==> config.mk <==
export PLATFORM = sky130hd
export DESIGN_NAME = rtmh_fifo
export DESIGN_NICKNAME = d
export VERILOG_FILES = /design/src/rtmh_pkg.sv /design/src/rtmh_fifo.sv
export SDC_FILE = /design/constraint.sdc
export NUM_CORES = 1
export LEC_CHECK = 0
export BUFFER_PORTS_ARGS = -buffer_cell sky130_fd_sc_hd__buf_2
export CORE_ASPECT_RATIO = 1.1
export CORE_MARGIN = 1.5
export CORE_UTILIZATION = 35
export CTS_CLUSTER_SIZE = 10
export DETAILED_ROUTE_END_ITERATION = 12
export SKIP_LAST_GASP = 1
export SYNTH_ARGS = -nofsm -noshare
export SYNTH_HDL_FRONTEND = slang
export SYNTH_SLANG_ARGS = --single-unit
==> constraint.sdc <==
create_clock -name i_clk -period 4.04 [get_ports i_clk]
set_input_delay 0.404 -clock i_clk [delete_from_list [all_inputs] [get_ports i_clk]]
set_output_delay 0.404 -clock i_clk [all_outputs]
set_load 0.02 [all_outputs]
==> src/rtmh_pkg.sv <==
// ----------------------------------------------------------------------------
// rtmh_pkg - shared constants for the ray / triangle-mesh hit block
// Configuration register indexes, multiplier tile size, queue depth.
// ----------------------------------------------------------------------------
package rtmh_pkg;

    localparam int COORD_BITS_DEF = 32;     // default coordinate width
    localparam int DIGIT_BITS     = 32;     // multiplier tile width
    localparam int QUEUE_DEPTH    = 4;      // front/back queue, power of two
    localparam int CFG_ADDR_BITS  = 3;
    localparam int CFG_DATA_BITS  = 32;

    typedef enum logic [CFG_ADDR_BITS-1:0] {
        CFG_ORIGIN_X  = 3'd0,
        CFG_ORIGIN_Y  = 3'd1,
        CFG_ORIGIN_Z  = 3'd2,
        CFG_DIR_X     = 3'd3,
        CFG_DIR_Y     = 3'd4,
        CFG_DIR_Z     = 3'd5,
        CFG_THRESHOLD = 3'd6
    } t_cfg_idx;

endpackage

==> src/rtmh_fifo.sv <==
// ----------------------------------------------------------------------------
// rtmh_fifo - short queue between front and back
// Flop storage, registered pointers, full/valid from a fill count.
// ----------------------------------------------------------------------------
module rtmh_fifo
    import rtmh_pkg::*;
#(
    parameter type t_data = logic
) (
    input  logic  i_clk,
    input  logic  i_rst_n,
    input  logic  i_push,
    input  t_data i_data,
    output logic  o_full,
    input  logic  i_pop,
    output logic  o_valid,
    output t_data o_data
);

    localparam int AW = $clog2(QUEUE_DEPTH);

    t_data         r_mem [QUEUE_DEPTH];
    logic [AW-1:0] r_wr;
    logic [AW-1:0] r_rd;
    logic [AW:0]   r_cnt;

    assign o_full  = (r_cnt == (AW+1)'(QUEUE_DEPTH));
    assign o_valid = (r_cnt != '0);
    assign o_data  = r_mem[r_rd];

    always_ff @(posedge i_clk) begin
        if (i_push) begin
            r_mem[r_wr] <= i_data;
        end
    end

    always_ff @(posedge i_clk) begin
        if (!i_rst_n) begin
            r_wr  <= '0;
            r_rd  <= '0;
            r_cnt <= '0;
        end else begin
            if (i_push) begin
                r_wr <= r_wr + 1'b1;
            end
            if (i_pop) begin
                r_rd <= r_rd + 1'b1;
            end
            case ({i_push, i_pop})
                2'b10:   r_cnt <= r_cnt + 1'b1;
                2'b01:   r_cnt <= r_cnt - 1'b1;
                default: r_cnt <= r_cnt;
            endcase
        end
    end

endmodule

==> impl_metrics.toml <==
[sta]
final-max-slew-violation-count = 0
setup_ws_ns = 2.37
maxSlewHeadroom = 0.898
setup_viol = 0
finalHoldWorstSlack_ns = 0.353
rsz0062_at_grt = "no"
fin_crit_ns = 1.67
fin_crit_sh = 0.413
tightest_slew_ns = 0.148
timing.fmax_mhz = 600
tns_ns = 0
hold_viol = 0
finalClockSkew_ns = 0.00182

[global_route]
grt.total_usage = 0.0964
overflow = 0
grt_max_degree = 9
antenna_found_initial = 0
grt_pass1_vias = 354
grt_pass1_wl_um = 1370

[clock_tree]
htree_levels = 1
cts_hold_buffers = 0
numClockSinks = 13
numCtsBuffers = 3
cts_buffer_depth = 2
post-cts-setup-buffers = 0
clock_latency_ns = 0.27
clk_pin_slew_worst_paths_ns = 0.08
cts_tree = "yes"
root_buffer = "clkbuf_4"
post_cts_resize_count = 0

[worst_setup_path]
max_stage_delay_ns = 0.46
path_cells = "mux4_2 -> buf_2"
crit_type = "register to primary output"
r2r-end = "r_cnt[2]"
required_ns = 3.64
arrival_ns = 1.26
worstRegToRegCells = 4
slowest_stage = "mux4_2"
crit_path_end_kind = "primary output"
r2r_start = "r_cnt[0]"
ff2ff_setup_slack_ns = 2.59
cp-start-kind = "register"
path_max_fanout = 1

[placed_design]
gp_congestion = 0.662
dp_hpwl_um = 585
placed_cells = 71
dp_slack_ns = 2.16
io_buffers = 7

[drt]
routedWlPerCell_um = 9.81
firstDrtPassIters = 1
final_antenna_net_count = 0
drt_wl_total_um = 736
via_per_inst = 4.41
drc = 0
drtIter0Drc = 0
vias = 331

[power]
powerDensity_nw_per_um2 = 428
p_leak_nw = 0.286
peakVddDrop_mv = 0.164

[finish]
stdcell_count = 75
n_antenna_cell = 0
nNetsFinal = 70
fillers = 168
postLayoutCoreUtil = 0.424
area_growth_syn_to_layout_pct = 14.1
drive_above_1_share = 0.190

[floorplan]
row_count = 15
top_level_ports = 8
die_h_um = 45.9
die_x_um = 42
coreArea_um2 = 1580
initial_core_util = 0.371
fp.dieArea_um2 = 1930

[logic_synthesis]
post_synth_inst_count = 47
synth_fp_nets = 58
yosys_warnings = 0
postSynthAreaPerCell_um2 = 12.5
seq_area_frac_synth = 0.513
yosysUniqueCellTypes = 16
ys_seq_elements = 13
synthesis.area_um2 = 586

[worst_hold_path]
whs_endpoint = "r_mem[3]"
hold_class = "input pin to register"
hold_path_depth = 1
hold_path.startpoint = "i_data"

[status]
outcome = "completed"

[run]
cap_violations = 0
[how the worst max path moves through the flow]
stage          slack, ns     start  endpoint  cells after the start
6_report            2.37  r_mem[3]    o_data                      2
5_1_grt             2.33    i_push  r_cnt[2]                      7
4_1_cts             2.35  r_mem[3]    o_data                      2
3_5_place_dp        2.16    i_push  r_cnt[2]                      7
3_3_place_gp        2.19    i_push  r_cnt[2]                      7
2_1_floorplan       2.41    i_push  r_cnt[2]                      6
[routing by layer]
metal,vias to the layer above,track usage,part of all wire
met5,-,0,0
met4,0,0.0774,0
met3,0,0.0119,0.018
met2,3,0.166,0.51
met1,151,0.110,0.47
li1,177,-,-
[cell usage in the layout, fill, tap and decap left out]
cell	count
a21boi_1	1
and2_1	9
buf_2	7
clkbuf_1	1
clkbuf_4	3
dfxtp_1	9
edfxtp_1	4
fa_1	1
ha_1	5
inv_1	3
mux2i_1	2
mux4_2	1
nand2_1	1
nor2b_1	2
nor3b_1	1
o21ai_0	1
or3_1	2
xnor2_1	3
xor2_1	2
[kinds of logic (layout without fill, tap and decap cells)]
| logic type | after synthesis | after routing | synth area share |
|---|---|---|---|
| compound gates | 2 | 2 | 0.0214 |
| simple gates | 15 | 15 | 0.158 |
| xor+xnor | 5 | 5 | 0.0748 |
| buf+inv | 3 | 14 | 0.0192 |
| fa+ha+maj | 6 | 6 | 0.141 |
| mux | 3 | 3 | 0.0726 |
| flops | 13 | 13 | 0.513 |
[metrics by stage]
| stage | total power [mW] | cell area (um^2) |
|---|---|---|
| detailed placement | 0.212 | 642 |
| global route | 0.305 | 668 |
| floorplan | 0.197 | 586 |
| CTS | 0.292 | 668 |
| global placement | 0.212 | 642 |
| finish | 0.286 | 668 |
[synth_stat cells]
master	n	area share
and2_1	9	0.096
a21boi_1	1	0.013
or3_1	2	0.021
mux2i_1	2	0.034
dfxtp_1	9	0.31
nor2b_1	2	0.021
xor2_1	2	0.030
inv_1	3	0.019
fa_1	1	0.034
mux4_2	1	0.038
nand2_1	1	0.0064
ha_1	5	0.11
edfxtp_1	4	0.21
nor3b_1	1	0.013
xnor2_1	3	0.045
o21ai_0	1	0.0085
[layout make-up]
cell class / instances / area, um^2 / area share
tap: 17 / 21.3 / 0.0318
clock buffer: 4 / 26.3 / 0.0393
sequential: 13 / 300 / 0.449
timing repair buffer: 7 / 35.0 / 0.0524
inverter: 3 / 11.3 / 0.0169
multi-input combinational: 31 / 274 / 0.410
[report_power, final]
part	total [mW]	internal, mW	switching, mW
registers	0.156	0.147	0.00937
clock network	0.0777	0.0382	0.0395
logic	0.0518	0.0263	0.0255
total	0.286	0.211	0.0745
[critical path, delay by kind of cell (launching register included)]
kind                   cells  cell delay [ns]
buffers and inverters      1             0.17
flip-flops                 1             0.37
multiplexers               1             0.46
Note: power is estimated with default switching activity, not from simulation.
